## src/rtl/atb_pkg.sv

```systemverilog
package atb_pkg;

	localparam int MAX_GRID_DEF = 64;
	localparam int MAX_TILE_DEF = 256;

	localparam int GRID_CFG_W = 7;
	localparam int TILE_CFG_W = 9;
	localparam int PITCH_W    = 15;
	localparam int CAP_W      = 13;
	localparam int ID_W       = 12;
	localparam int ADDR_W     = 28;
	localparam int PIXEL_W    = 32;
	localparam int CFG_IDX_W  = 3;
	localparam int CFG_DATA_W = 15;

	localparam int ROW_PROD_W = GRID_CFG_W + PITCH_W;
	localparam int COL_PROD_W = GRID_CFG_W + TILE_CFG_W;
	localparam int Y_PROD_W   = TILE_CFG_W + PITCH_W;
	localparam int BASE_W     = ROW_PROD_W + TILE_CFG_W;

	typedef enum logic [CFG_IDX_W-1:0] {
		REG_GRID_COLUMNS,
		REG_GRID_ROWS,
		REG_TILE_WIDTH,
		REG_TILE_HEIGHT,
		REG_ROW_PITCH,
		REG_TILE_CAPACITY
	} cfg_reg_t;

	// Clamped dimensions plus raw pitch and capacity
	typedef struct packed {
		logic [GRID_CFG_W-1:0] cols;
		logic [GRID_CFG_W-1:0] rows;
		logic [TILE_CFG_W-1:0] tw;
		logic [TILE_CFG_W-1:0] th;
		logic [PITCH_W-1:0]    pitch;
		logic [CAP_W-1:0]      capacity;
	} cfg_t;

	// Placement of one pixel, handed from the counters to the address pipeline
	typedef struct packed {
		logic [PIXEL_W-1:0]    pixel;
		logic [GRID_CFG_W-1:0] frow;
		logic [GRID_CFG_W-1:0] col;
		logic [TILE_CFG_W-1:0] px;
		logic [TILE_CFG_W-1:0] py;
		logic [ID_W-1:0]       id;
		logic                  we;
		logic                  done;
		logic                  full;
	} place_t;

endpackage

```

## src/rtl/atb_cfg.sv

```systemverilog
module atb_cfg #(
	parameter int MAX_GRID = atb_pkg::MAX_GRID_DEF,
	parameter int MAX_TILE = atb_pkg::MAX_TILE_DEF
) (
	input  logic                             clk,
	input  logic                             arst_n,
	input  logic                             cfg_valid,
	output logic                             cfg_ready,
	input  logic [atb_pkg::CFG_IDX_W-1:0]    cfg_index,
	input  logic [atb_pkg::CFG_DATA_W-1:0]   cfg_data,
	output atb_pkg::cfg_t                    cfg
);
	import atb_pkg::*;

	localparam int GRID_LIM = (MAX_GRID < 127) ? MAX_GRID : 127;
	localparam int TILE_LIM = (MAX_TILE < 511) ? MAX_TILE : 511;

	logic [GRID_CFG_W-1:0] grid_columns_q;
	logic [GRID_CFG_W-1:0] grid_rows_q;
	logic [TILE_CFG_W-1:0] tile_width_q;
	logic [TILE_CFG_W-1:0] tile_height_q;
	logic [PITCH_W-1:0]    row_pitch_q;
	logic [CAP_W-1:0]      tile_capacity_q;

	function automatic logic [GRID_CFG_W-1:0] clamp_grid(input logic [GRID_CFG_W-1:0] v);
		logic [GRID_CFG_W-1:0] r;
		if (v == '0)
			r = GRID_CFG_W'(1);
		else if (v > GRID_CFG_W'(GRID_LIM))
			r = GRID_CFG_W'(GRID_LIM);
		else
			r = v;
		return r;
	endfunction

	function automatic logic [TILE_CFG_W-1:0] clamp_tile(input logic [TILE_CFG_W-1:0] v);
		logic [TILE_CFG_W-1:0] r;
		if (v == '0)
			r = TILE_CFG_W'(1);
		else if (v > TILE_CFG_W'(TILE_LIM))
			r = TILE_CFG_W'(TILE_LIM);
		else
			r = v;
		return r;
	endfunction

	assign cfg_ready = 1'b1;

	always_ff @(posedge clk or negedge arst_n) begin
		if (!arst_n) begin
			grid_columns_q  <= GRID_CFG_W'(1);
			grid_rows_q     <= GRID_CFG_W'(1);
			tile_width_q    <= TILE_CFG_W'(1);
			tile_height_q   <= TILE_CFG_W'(1);
			row_pitch_q     <= PITCH_W'(1);
			tile_capacity_q <= CAP_W'(1);
		end else if (cfg_valid && cfg_ready) begin
			unique case (cfg_reg_t'(cfg_index))
				REG_GRID_COLUMNS:  grid_columns_q  <= cfg_data[GRID_CFG_W-1:0];
				REG_GRID_ROWS:     grid_rows_q     <= cfg_data[GRID_CFG_W-1:0];
				REG_TILE_WIDTH:    tile_width_q    <= cfg_data[TILE_CFG_W-1:0];
				REG_TILE_HEIGHT:   tile_height_q   <= cfg_data[TILE_CFG_W-1:0];
				REG_ROW_PITCH:     row_pitch_q     <= cfg_data[PITCH_W-1:0];
				REG_TILE_CAPACITY: tile_capacity_q <= cfg_data[CAP_W-1:0];
				default: ;
			endcase
		end
	end

	always_comb begin
		cfg.cols     = clamp_grid(grid_columns_q);
		cfg.rows     = clamp_grid(grid_rows_q);
		cfg.tw       = clamp_tile(tile_width_q);
		cfg.th       = clamp_tile(tile_height_q);
		cfg.pitch    = row_pitch_q;
		cfg.capacity = tile_capacity_q;
	end

endmodule

```

## src/rtl/atb_place.sv

```systemverilog
module atb_place #(
	parameter int MAX_GRID = atb_pkg::MAX_GRID_DEF,
	parameter int MAX_TILE = atb_pkg::MAX_TILE_DEF
) (
	input  logic                          clk,
	input  logic                          arst_n,
	input  atb_pkg::cfg_t                 cfg,
	input  logic                          in_valid,
	output logic                          in_stall,
	input  logic [atb_pkg::PIXEL_W-1:0]   pixel_in,
	output logic                          valid_s1,
	output atb_pkg::place_t               place_s1,
	input  logic                          s1_stall
);
	import atb_pkg::*;

	localparam int GRID_LIM = (MAX_GRID < 127) ? MAX_GRID : 127;
	localparam int TILE_LIM = (MAX_TILE < 511) ? MAX_TILE : 511;
	localparam int CW = (GRID_LIM > 1) ? $clog2(GRID_LIM) : 1;
	localparam int PW = (TILE_LIM > 1) ? $clog2(TILE_LIM) : 1;

	logic [CAP_W-1:0] tiles_used_q;
	logic [CW-1:0]    cell_column_q;
	logic [CW-1:0]    cell_row_q;
	logic [PW-1:0]    pixel_x_q;
	logic [PW-1:0]    pixel_y_q;

	logic                  accept;
	logic                  full;
	logic                  last_x;
	logic                  last_y;
	logic                  last_col;
	logic [TILE_CFG_W:0]   px_inc;
	logic [TILE_CFG_W:0]   py_inc;
	logic [GRID_CFG_W:0]   col_inc;
	logic [CW-1:0]         row_inc;
	logic [GRID_CFG_W-1:0] frow;
	place_t                place_d;

	assign in_stall = valid_s1 && s1_stall;
	assign accept   = in_valid && !in_stall;

	assign full = (tiles_used_q >= cfg.capacity)
		|| (GRID_CFG_W'(cell_row_q) >= cfg.rows);

	// A counter left beyond a smaller limit counts as its last position
	assign px_inc   = {1'b0, TILE_CFG_W'(pixel_x_q)} + (TILE_CFG_W+1)'(1);
	assign py_inc   = {1'b0, TILE_CFG_W'(pixel_y_q)} + (TILE_CFG_W+1)'(1);
	assign col_inc  = {1'b0, GRID_CFG_W'(cell_column_q)} + (GRID_CFG_W+1)'(1);
	assign last_x   = px_inc >= {1'b0, cfg.tw};
	assign last_y   = py_inc >= {1'b0, cfg.th};
	assign last_col = col_inc >= {1'b0, cfg.cols};
	assign row_inc  = cell_row_q + CW'(1);
	assign frow     = cfg.rows - GRID_CFG_W'(1) - GRID_CFG_W'(cell_row_q);

	always_comb begin
		place_d.pixel = pixel_in;
		place_d.full  = full;
		place_d.we    = !full;
		place_d.done  = !full && last_x && last_y;
		place_d.frow  = full ? '0 : frow;
		place_d.col   = full ? '0 : GRID_CFG_W'(cell_column_q);
		place_d.px    = full ? '0 : TILE_CFG_W'(pixel_x_q);
		place_d.py    = full ? '0 : TILE_CFG_W'(pixel_y_q);
		place_d.id    = full ? '0 : tiles_used_q[ID_W-1:0];
	end

	always_ff @(posedge clk or negedge arst_n) begin
		if (!arst_n) begin
			valid_s1      <= 1'b0;
			tiles_used_q  <= '0;
			cell_column_q <= '0;
			cell_row_q    <= '0;
			pixel_x_q     <= '0;
			pixel_y_q     <= '0;
		end else begin
			if (accept)
				valid_s1 <= 1'b1;
			else if (!s1_stall)
				valid_s1 <= 1'b0;

			// Once full, hold every counter
			if (accept && !full) begin
				if (!last_x) begin
					pixel_x_q <= px_inc[PW-1:0];
				end else begin
					pixel_x_q <= '0;
					if (!last_y) begin
						pixel_y_q <= py_inc[PW-1:0];
					end else begin
						pixel_y_q    <= '0;
						tiles_used_q <= tiles_used_q + CAP_W'(1);
						if (last_col) begin
							cell_column_q <= '0;
							// Hold at the top row when the row counter wraps
							cell_row_q    <= (row_inc == '0) ? '1 : row_inc;
						end else begin
							cell_column_q <= col_inc[CW-1:0];
						end
					end
				end
			end
		end
	end

	always_ff @(posedge clk) begin
		if (accept)
			place_s1 <= place_d;
	end

endmodule

```

## src/rtl/atb_addr.sv

```systemverilog
module atb_addr (
	input  logic                          clk,
	input  logic                          arst_n,
	input  atb_pkg::cfg_t                 cfg,
	input  logic                          valid_s1,
	input  atb_pkg::place_t               place_s1,
	output logic                          s1_stall,
	output logic                          out_valid,
	input  logic                          out_stall,
	output logic [atb_pkg::ADDR_W-1:0]    write_address,
	output logic [atb_pkg::PIXEL_W-1:0]   pixel_out,
	output logic                          write_enable,
	output logic [atb_pkg::ID_W-1:0]      tile_id,
	output logic                          tile_done,
	output logic                          full_error
);
	import atb_pkg::*;

	logic                  valid_s2;
	logic [ROW_PROD_W-1:0] row_prod_s2;
	logic [COL_PROD_W-1:0] col_prod_s2;
	logic [Y_PROD_W-1:0]   y_prod_s2;
	logic [TILE_CFG_W-1:0] px_s2;
	logic [PIXEL_W-1:0]    pixel_s2;
	logic [ID_W-1:0]       id_s2;
	logic                  we_s2;
	logic                  done_s2;
	logic                  full_s2;

	logic                  valid_s3;
	logic [ADDR_W-1:0]     addr_s3;
	logic [PIXEL_W-1:0]    pixel_s3;
	logic [ID_W-1:0]       id_s3;
	logic                  we_s3;
	logic                  done_s3;
	logic                  full_s3;

	logic                  s3_open;
	logic                  s2_open;
	logic                  load_s2;
	logic                  load_s3;
	logic [ROW_PROD_W-1:0] row_mul;
	logic [COL_PROD_W-1:0] col_mul;
	logic [Y_PROD_W-1:0]   y_mul;
	logic [BASE_W-1:0]     base_mul;
	logic [ADDR_W-1:0]     addr_sum;

	assign s3_open  = !valid_s3 || !out_stall;
	assign s2_open  = !valid_s2 || s3_open;
	assign s1_stall = !s2_open;
	assign load_s2  = valid_s1 && s2_open;
	assign load_s3  = valid_s2 && s3_open;

	assign row_mul = {{PITCH_W{1'b0}}, place_s1.frow} * {{GRID_CFG_W{1'b0}}, cfg.pitch};
	assign col_mul = {{TILE_CFG_W{1'b0}}, place_s1.col} * {{GRID_CFG_W{1'b0}}, cfg.tw};
	assign y_mul   = {{PITCH_W{1'b0}}, place_s1.py} * {{TILE_CFG_W{1'b0}}, cfg.pitch};

	assign base_mul = {{TILE_CFG_W{1'b0}}, row_prod_s2} * {{ROW_PROD_W{1'b0}}, cfg.th};
	// Sum wraps at the address width
	assign addr_sum = base_mul[ADDR_W-1:0]
		+ ADDR_W'(col_prod_s2)
		+ ADDR_W'(y_prod_s2)
		+ ADDR_W'(px_s2);

	always_ff @(posedge clk or negedge arst_n) begin
		if (!arst_n) begin
			valid_s2 <= 1'b0;
			valid_s3 <= 1'b0;
		end else begin
			if (s2_open)
				valid_s2 <= valid_s1;
			if (s3_open)
				valid_s3 <= valid_s2;
		end
	end

	always_ff @(posedge clk) begin
		if (load_s2) begin
			row_prod_s2 <= row_mul;
			col_prod_s2 <= col_mul;
			y_prod_s2   <= y_mul;
			px_s2       <= place_s1.px;
			pixel_s2    <= place_s1.pixel;
			id_s2       <= place_s1.id;
			we_s2       <= place_s1.we;
			done_s2     <= place_s1.done;
			full_s2     <= place_s1.full;
		end
		if (load_s3) begin
			addr_s3  <= addr_sum;
			pixel_s3 <= pixel_s2;
			id_s3    <= id_s2;
			we_s3    <= we_s2;
			done_s3  <= done_s2;
			full_s3  <= full_s2;
		end
	end

	assign out_valid     = valid_s3;
	assign write_address = addr_s3;
	assign pixel_out     = pixel_s3;
	assign write_enable  = we_s3;
	assign tile_id       = id_s3;
	assign tile_done     = done_s3;
	assign full_error    = full_s3;

endmodule

```

## src/rtl/atlas_tile_blit_address_top.sv

```systemverilog
// Atlas write-address generator: feed the pixels of equal-size tiles in row-major order, one
// transaction per pixel; each pixel leaves with its atlas address, tile id, a last-pixel mark and
// a full flag. One pixel is taken every cycle while the output is not stalled; each result passes
// through registers holding the placement counters' output, then the row, column and y
// products, then the row-base product and the final sum, and up to three pixels are in flight.
// Grid and tile sizes are clamped to the supported range; write the registers only with no
// pixel in flight.
module atlas_tile_blit_address_top #(
	parameter int MAX_GRID = atb_pkg::MAX_GRID_DEF,
	parameter int MAX_TILE = atb_pkg::MAX_TILE_DEF
) (
	input  logic                          clk,
	input  logic                          arst_n,
	input  logic                          cfg_valid,
	output logic                          cfg_ready,
	input  logic [atb_pkg::CFG_IDX_W-1:0]  cfg_index,
	input  logic [atb_pkg::CFG_DATA_W-1:0] cfg_data,
	input  logic                          in_valid,
	output logic                          in_stall,
	input  logic [atb_pkg::PIXEL_W-1:0]   pixel_in,
	output logic                          out_valid,
	input  logic                          out_stall,
	output logic [atb_pkg::ADDR_W-1:0]    write_address,
	output logic [atb_pkg::PIXEL_W-1:0]   pixel_out,
	output logic                          write_enable,
	output logic [atb_pkg::ID_W-1:0]      tile_id,
	output logic                          tile_done,
	output logic                          full_error
);
	import atb_pkg::*;

	cfg_t   cfg;
	place_t place_s1;
	logic   valid_s1;
	logic   s1_stall;

	atb_cfg #(
		.MAX_GRID (MAX_GRID),
		.MAX_TILE (MAX_TILE)
	) u_cfg (
		.clk       (clk),
		.arst_n    (arst_n),
		.cfg_valid (cfg_valid),
		.cfg_ready (cfg_ready),
		.cfg_index (cfg_index),
		.cfg_data  (cfg_data),
		.cfg       (cfg)
	);

	atb_place #(
		.MAX_GRID (MAX_GRID),
		.MAX_TILE (MAX_TILE)
	) u_place (
		.clk      (clk),
		.arst_n   (arst_n),
		.cfg      (cfg),
		.in_valid (in_valid),
		.in_stall (in_stall),
		.pixel_in (pixel_in),
		.valid_s1 (valid_s1),
		.place_s1 (place_s1),
		.s1_stall (s1_stall)
	);

	atb_addr u_addr (
		.clk           (clk),
		.arst_n        (arst_n),
		.cfg           (cfg),
		.valid_s1      (valid_s1),
		.place_s1      (place_s1),
		.s1_stall      (s1_stall),
		.out_valid     (out_valid),
		.out_stall     (out_stall),
		.write_address (write_address),
		.pixel_out     (pixel_out),
		.write_enable  (write_enable),
		.tile_id       (tile_id),
		.tile_done     (tile_done),
		.full_error    (full_error)
	);

	// Input backs up only when every stage holds a pixel
	a_stall_needs_output: assert property (@(posedge clk) disable iff (!arst_n)
		in_stall |-> out_valid)
		else $error("input stalled with no result waiting");

	a_we_excl_full: assert property (@(posedge clk) disable iff (!arst_n)
		out_valid |-> (write_enable != full_error))
		else $error("write enable and full flag disagree");

	a_full_zeroes: assert property (@(posedge clk) disable iff (!arst_n)
		(out_valid && full_error) |->
			(write_address == '0 && tile_id == '0 && !tile_done))
		else $error("full result carries placement fields");

	a_stall_holds_s1: assert property (@(posedge clk) disable iff (!arst_n)
		in_stall |=> (valid_s1 && $stable(place_s1)))
		else $error("stalled pipeline dropped a pixel");

endmodule
```

## config.mk

```make
export PLATFORM = sky130hd
export DESIGN_NAME = atlas_tile_blit_address_top
export DESIGN_NICKNAME = d
export VERILOG_FILES = /design/src/rtl/atb_pkg.sv /design/src/rtl/atb_cfg.sv /design/src/rtl/atb_place.sv /design/src/rtl/atb_addr.sv /design/src/rtl/atlas_tile_blit_address_top.sv
export SDC_FILE = /design/constraint.sdc
export NUM_CORES = 2
export LEC_CHECK = 0
export BUFFER_PORTS_ARGS = -buffer_cell sky130_fd_sc_hd__buf_4
export CORE_UTILIZATION = 50
export CTS_BUF_LIST = sky130_fd_sc_hd__clkbuf_4 sky130_fd_sc_hd__clkbuf_8
export DETAILED_ROUTE_END_ITERATION = 8
export HOLD_SLACK_MARGIN = 0.05
export MAX_ROUTING_LAYER = met4
export PLACE_DENSITY = 0.69
export SLEW_MARGIN = 0
export SYNTH_ARGS = -nofsm -noshare
export SYNTH_HDL_FRONTEND = slang
export SYNTH_SLANG_ARGS = --single-unit
```

## constraint.sdc

```tcl
create_clock -name clk -period 6 [get_ports clk]
set_clock_uncertainty 0.1 [all_clocks]
set_input_delay 1.2 -clock clk [delete_from_list [all_inputs] [get_ports clk]]
set_output_delay 1.2 -clock clk [all_outputs]
set_load 0.005 [all_outputs]
```

# After elaboration in Yosys (flattened, before gate mapping)
# Index checks and enable logic that the tools add are counted.
# Widths: inputs -> output; s select.
[op_classes] muxes=14 n_addsub=10 n_eq_ne=5 reduce_logical=32 order_cmp=9 mul=4
[op_table] cell="$mux 9" count=4
[op_table] cell="$add 28x16->28" count=1
[op_table] cell="$add 28x24->28" count=1
[op_table] cell="$add 28x9->28" count=1
[op_table] cell="$mul 22x9->28" count=1
[op_table] cell="$mux 7" count=4
[op_table] cell="$mul 9x15->24" count=1
[op_table] cell="$mul 7x15->22" count=1
[op_table] cell="$ge 10x9->1" count=2
[op_table] cell="$add 8x1->9 const B" count=2
[op_table] cell="$gt 9x9->1 const B" count=2
[op_table] cell="$logic_not 9->1" count=2
[op_table] cell="$mul 7x9->16" count=1
[op_table] cell="$mux 8" count=2
[op_table] cell="$gt 7x7->1 const B" count=2
[op_table] cell="$logic_not 7->1" count=2
[op_table] cell="$reduce_and 2->1" count=7
[op_table] cell="$add 13x1->13 const B" count=1
[op_table] cell="$ge 13x13->1" count=1
[op_table] cell="$mux 6" count=2
[op_table] cell="$ge 8x7->1" count=1
[op_table] cell="$add 6x1->7 const B" count=1
[op_table] cell="$ge 6x7->1" count=1
[op_table] cell="$logic_and 1x1->1" count=7
[op_table] cell="14 further kinds" count=24
[word_totals] register_bits=376

# Logic depth before layout (Yosys ltp)
[depth] ltp_word=9 depth_mapped=24 mapped_depth_nobuf=23

# Cells and area by module
# A second synthesis with hierarchy kept.
[unflattened] cells_unflattened=2918 area_unflattened_um2=31520.2
[modules_own_cells] mod="atb_addr" area_per_inst_um2=22788.1 instances=1 seq_area_each_um2=5845.6 cells_per_inst=2204
[modules_own_cells] mod="atb_place" area_per_inst_um2=6108.4 instances=1 seq_area_each_um2=3333.2 cells_per_inst=537
[modules_own_cells] mod="atb_cfg" area_per_inst_um2=2623.8 instances=1 seq_area_each_um2=1508.9 cells_per_inst=177

# Least setup slack after synthesis
# Ideal clock, no wire load.
[synth_timing] path_kind="in2reg" startpoint="input out_stall" endpoint="register u_addr.full_s3, in the netlist u_addr.full_error, enable pin" arrival_ns=6.627 path_buffers=0 setup_time_ns=0.623 t_required_ns=5.277 cell_stages=1 path_slack_ns=-1.350 path_cell_list="a21boi_0"
[synth_via] elab_chain_len=3
[synth_rtl] element="start, declared" line="atlas_tile_blit_address_top.sv:22" text="input logic out_stall,"
[synth_rtl] element="$logic_not 1->1" line="atb_addr.sv:48" text="assign s3_open = !valid_s3 || !out_stall;"
[synth_rtl] element="$logic_or 1x1->1" line="atb_addr.sv:48"
[synth_rtl] element="$logic_and 1x1->1" line="atb_addr.sv:52" text="assign load_s3 = valid_s2 && s3_open;"
[synth_rtl] element="end signal, assigned" line="atb_addr.sv:95" text="full_s3 <= full_s2;"
[synth_rtl] element="end, declared" line="atb_addr.sv:36" text="logic full_s3;"
# No other way between the ends.
# A chain may end at the register's enable or synchronous reset.

# Worst setup path in the final report
[layout_timing] startpoint="register u_cfg.tile_height_q[1]" endpoint="register u_addr.addr_s3[27], in the netlist u_addr.write_address[27] (data pin)"
[layout_via] elab_chain_len=7
[layout_rtl] element="start, declared" line="atb_cfg.sv:21" text="logic [TILE_CFG_W-1:0] tile_height_q;"
[layout_rtl] element="start signal, assigned" line="atb_cfg.sv:62" text="REG_TILE_HEIGHT: tile_height_q <= cfg_data[TILE_CFG_W-1:0];"
[layout_rtl] element="$gt 9x9->1" line="atb_cfg.sv:40" text="else if (v > TILE_CFG_W'(TILE_LIM))"
[layout_rtl] element="$mux 9" line="atb_cfg.sv:40"
[layout_rtl] element="$mux 9 (*)" line="atb_cfg.sv:38" text="if (v == '0)"
[layout_rtl] element="$mul 22x9->28 (*)" line="atb_addr.sv:58" text="assign base_mul = {{TILE_CFG_W{1'b0}}, row_prod_s2} * {{ROW_PROD_W{1'b0}}, cfg.th};"
[layout_rtl] element="$add 28x16->28 (*)" line="atb_addr.sv:61" text="+ ADDR_W'(col_prod_s2)"
[layout_rtl] element="$add 28x24->28 (*)" line="atb_addr.sv:62" text="+ ADDR_W'(y_prod_s2)"
[layout_rtl] element="$add 28x9->28 (*)" line="atb_addr.sv:63" text="+ ADDR_W'(px_s2);"
[layout_rtl] element="via u_addr.addr_sum[27]" line="atb_addr.sv:46" text="logic [ADDR_W-1:0] addr_sum;"
[layout_rtl] element="end signal, assigned" line="atb_addr.sv:90" text="addr_s3 <= addr_sum;"
[layout_rtl] element="end, declared" line="atb_addr.sv:31" text="logic [ADDR_W-1:0] addr_s3;"
# Mark *: on every way through the listed nets, which the timed path passes. The rest lies on a longest branch.

==> impl_metrics.tcl <==
set metrics [dict create \
    synth_area_sq_um 30500 \
    grt_pass1_wl_mm 114 \
    required_ns 6.43 \
    outcome "complete, but fails checks" \
    critPathMaxFanout 6 \
    start_util_pct 50.5 \
    worst_slew_pin_slew_ns 1.08 \
    route.detailed.drc 0 \
    cts_sinks 372 \
    rows 90 \
    clk_pin_slew_ns 0.07 \
    syn-num-nets 3473 \
    num_io_pins 133 \
    gp_congestion 0.928 \
    fin_ws_ns -0.0262 \
    met2_usage_pct 40.1 \
    cts_hold_buf 0 \
    worst_setup_path_start_kind "flop" \
    ys.flop_type "edfxtp_1" \
    cts_buffers 66 \
    setup_viol 1 \
    period_needed_ns 6.03 \
    fillers 5048 \
    crit_arrival_ns 6.46 \
    grt.busiest_layer "met2" \
    htreeDepth 3 \
    overflow 0 \
    finalHoldViolCount 0 \
    ant_nets 0 \
    drive_gt1_share_pct 15.4 \
    fp.coreArea_sq_um 60400 \
    syn_to_final_growth_pct 13.8 \
    dieWidth_um 249 \
    synth_seq_cells 372 \
    ys_seq_area_share_pct 34.9 \
    grt_max_degree 61 \
    drv_slew 0 \
    r2r_cells 23 \
    postPlaceCellArea_sq_um 32900 \
    syn_inst 2808 \
    path_class "reg2reg" \
    cts_tree "yes" \
    rsz0062_at_grt "yes" \
    use_met1_pct 29.8 \
    synth-edff-count 268 \
    drt-initial-drc-count 1115 \
    firstDrtPassIters 5 \
    track_usage_pct 24.0 \
    grt.met3_usage_pct 3.88 \
    synth.avg_cell_area_sq_um 10.9 \
    yosysWarnings 0 \
    fp.dieH_um 249 \
    min_path_type "reg2reg" \
    antenna_found_initial 1 \
    synthArstFlopShare_pct 28.0 \
    drv_cap 0 \
    finish.instance_area_sq_um 34700 \
    vias 20300 \
    period_share_pct 100 \
    cp-end-kind "flop" \
    root_buffer "clkbuf_8" \
    nets 3693 \
    viasPerCell 5.27 \
    first_global_vias 22200 \
    clkLatencyLatePin_ns 0.68 \
    port_buffers 131 \
    dieArea_sq_um 62000 \
    slew-limit-headroom_pct 27.4 \
    violations "setup timing" \
    ctsLongestPathBuffers 3 \
    routedWlPerCell_um 18.1 \
    finalWirelength_mm 69.7 \
    yosysUniqueCellTypes 67 \
    fmax_mhz 166 \
    dpl.hpwl_mm 55.0 \
    min_path_cells 0 \
]
==> cell type report <==
type / count / area [sq um] / share of cell area [%]
inverter: 490 / 1850 / 5.33
sequential: 372 / 10700 / 30.7
tap: 782 / 978 / 2.82
antenna: 1 / 2.50 / 0.00721
clock buffer: 82 / 1050 / 3.02
timing repair buffer: 239 / 1830 / 5.26
clock inverter: 33 / 388 / 1.12
multi-input combinational: 1859 / 18000 / 51.7
==> cells in the mapped netlist, drive strengths merged, types with 4 or more instances <==
cell	instances	area, sq um
or4	4	30.0
o21bai	9	67.6
and3	20	125
xnor2	70	613
xor2	29	254
ha	255	3190
nand2	340	1280
clkbuf	63	236
a211oi	6	45.0
buf	24	106
nor4	5	31.3
o21a	12	90.1
or3	11	68.8
nor3b	7	52.6
o31ai	7	52.6
nor2b	27	169
and2	246	1540
nand4	13	96.3
a311oi	5	43.8
o211ai	5	37.5
fa	355	7110
a31oi	10	62.6
nand2b	22	138
dfrtp	98	2450
a21oi	67	335
inv	489	1840
mux2	59	664
edfxtp	268	8050
nor3	31	155
a211o	4	35.0
nand3	41	205
a21o	36	270
o21ai	50	250
nor2	73	274
o311ai	4	35.0
o41ai	4	35.0
dfstp	6	158
==> repair_timing <==
item,in CTS,in global routing
setup endpoints to repair,6,14
setup buffers,3,4
gates resized for setup,23,49
pin swaps,30,30
gates cloned,1,0
==> metal layers <==
layer / up-vias / wire length [um]
met2: 513 / 34500
met1: 10200 / 29700
li1: 9467 / -
met3: 125 / 3680
met4: 0 / 1750
met5: - / 0
==> worst max-delay path, stage by stage (launching register included) <==
cell and delay, ns:
dfrtp_1 0.39, nor4_2 0.28, a21oi_1 0.10, nor2_1 0.14
buf_6 0.17, buf_6 0.13, nand2_1 0.07, fa_1 0.54
inv_1 0.05, fa_1 0.50, fa_1 0.44, fa_1 0.51
inv_1 0.05, fa_1 0.47, inv_1 0.06, ha_4 0.23
a21o_1 0.19, a21o_1 0.19, or3_4 0.34, nor3_4 0.13
buf_6 0.13, o31ai_4 0.07, or4_1 0.49, nand4_1 0.09
==> path summary, 6_finish.rpt <==
kind | startpoint | endpoint | slack (ns)
worst max-delay path | u_cfg.tile_height_q[1] | u_addr.write_address[27] | -0.03
worst min-delay path | u_place.place_s1[31] | u_addr.px_s2[7] | 0.31
worst max register to register | u_cfg.tile_height_q[1] | u_addr.write_address[27] | -0.03
worst min register to register | u_place.place_s1[31] | u_addr.px_s2[7] | 0.31
max in group asynchronous | arst_n | u_place.pixel_x_q[1] | 4.12
min in group asynchronous | arst_n | u_addr.valid_s2 | 0.49
==> per-stage QoR <==
step                setup TNS [ns]  utilization (%)  hold WS [ns]  std cells  setup slack, ns
CTS                        -0.0142             57.1         0.304       3853          -0.0142
global placement            -0.405             54.5         0.300       3734           -0.150
detailed placement           -1.32             54.5         0.305       3734           -0.341
floorplan                        0                -         0.300       2808           0.0394
finish                     -0.0262             57.5         0.308       3858          -0.0262
global route                -0.672             57.5         0.322       3858           -0.222
==> registers in the layout (all words and copies together), names as in the netlist, 7 cells and up <==
name                   count
u_cfg.grid_rows_q          7
u_place.pixel_y_q          8
u_addr.row_prod_s2        22
u_place.tiles_used_q      13
u_addr.pixel_out          32
u_cfg.tile_capacity_q     13
u_addr.id_s2              12
u_cfg.row_pitch_q         15
u_addr.tile_id            12
u_addr.pixel_s2           32
u_cfg.tile_height_q        9
u_place.pixel_x_q          8
u_cfg.grid_columns_q       7
u_addr.px_s2               8
u_addr.y_prod_s2          24
u_addr.write_address      28
u_cfg.tile_width_q         9
u_place.place_s1          76
u_addr.col_prod_s2        16
==> cells in the final DEF, fill, tap and decap left out, drive strengths merged, types with 5 or more instances in the layout <==
| cell type | count |
|---|---|
| inv | 493 |
| fa | 355 |
| nand2 | 340 |
| edfxtp | 268 |
| ha | 255 |
| and2 | 246 |
| buf | 239 |
| dfrtp | 98 |
| clkbuf | 82 |
| nor2 | 73 |
| xnor2 | 70 |
| a21oi | 67 |
| mux2 | 59 |
| o21ai | 50 |
| nand3 | 41 |
| a21o | 36 |
| nor3 | 31 |
| xor2 | 29 |
| nor2b | 27 |
| nand2b | 22 |
| clkinv | 21 |
| and3 | 20 |
| nand4 | 13 |
| o21a | 12 |
| or3 | 11 |
| a31oi | 10 |
| o21bai | 9 |
| o31ai | 7 |
| nor3b | 7 |
| bufinv | 6 |
| dfstp | 6 |
| a211oi | 6 |
| a311oi | 5 |
| o211ai | 5 |
| nor4 | 5 |
==> logic make-up (layout without fill, tap and decap cells) <==
family | count (synthesis) | in the layout | share of synthesized area [%]
buffers and inverters | 577 | 844 | 7.19
DFF | 372 | 372 | 34.9
and+or+nand+nor | 849 | 849 | 13.9
other | 1 | 2 | 0.0123
xor gates and xnor gates | 99 | 99 | 2.84
muxes | 59 | 59 | 2.18
adders and majority gates | 610 | 610 | 33.8
AOI/OAI and AO/OA | 241 | 241 | 5.16
Power is not shown: default switching activity piles up to over one toggle a cycle in this logic, so the estimate is an artifact.
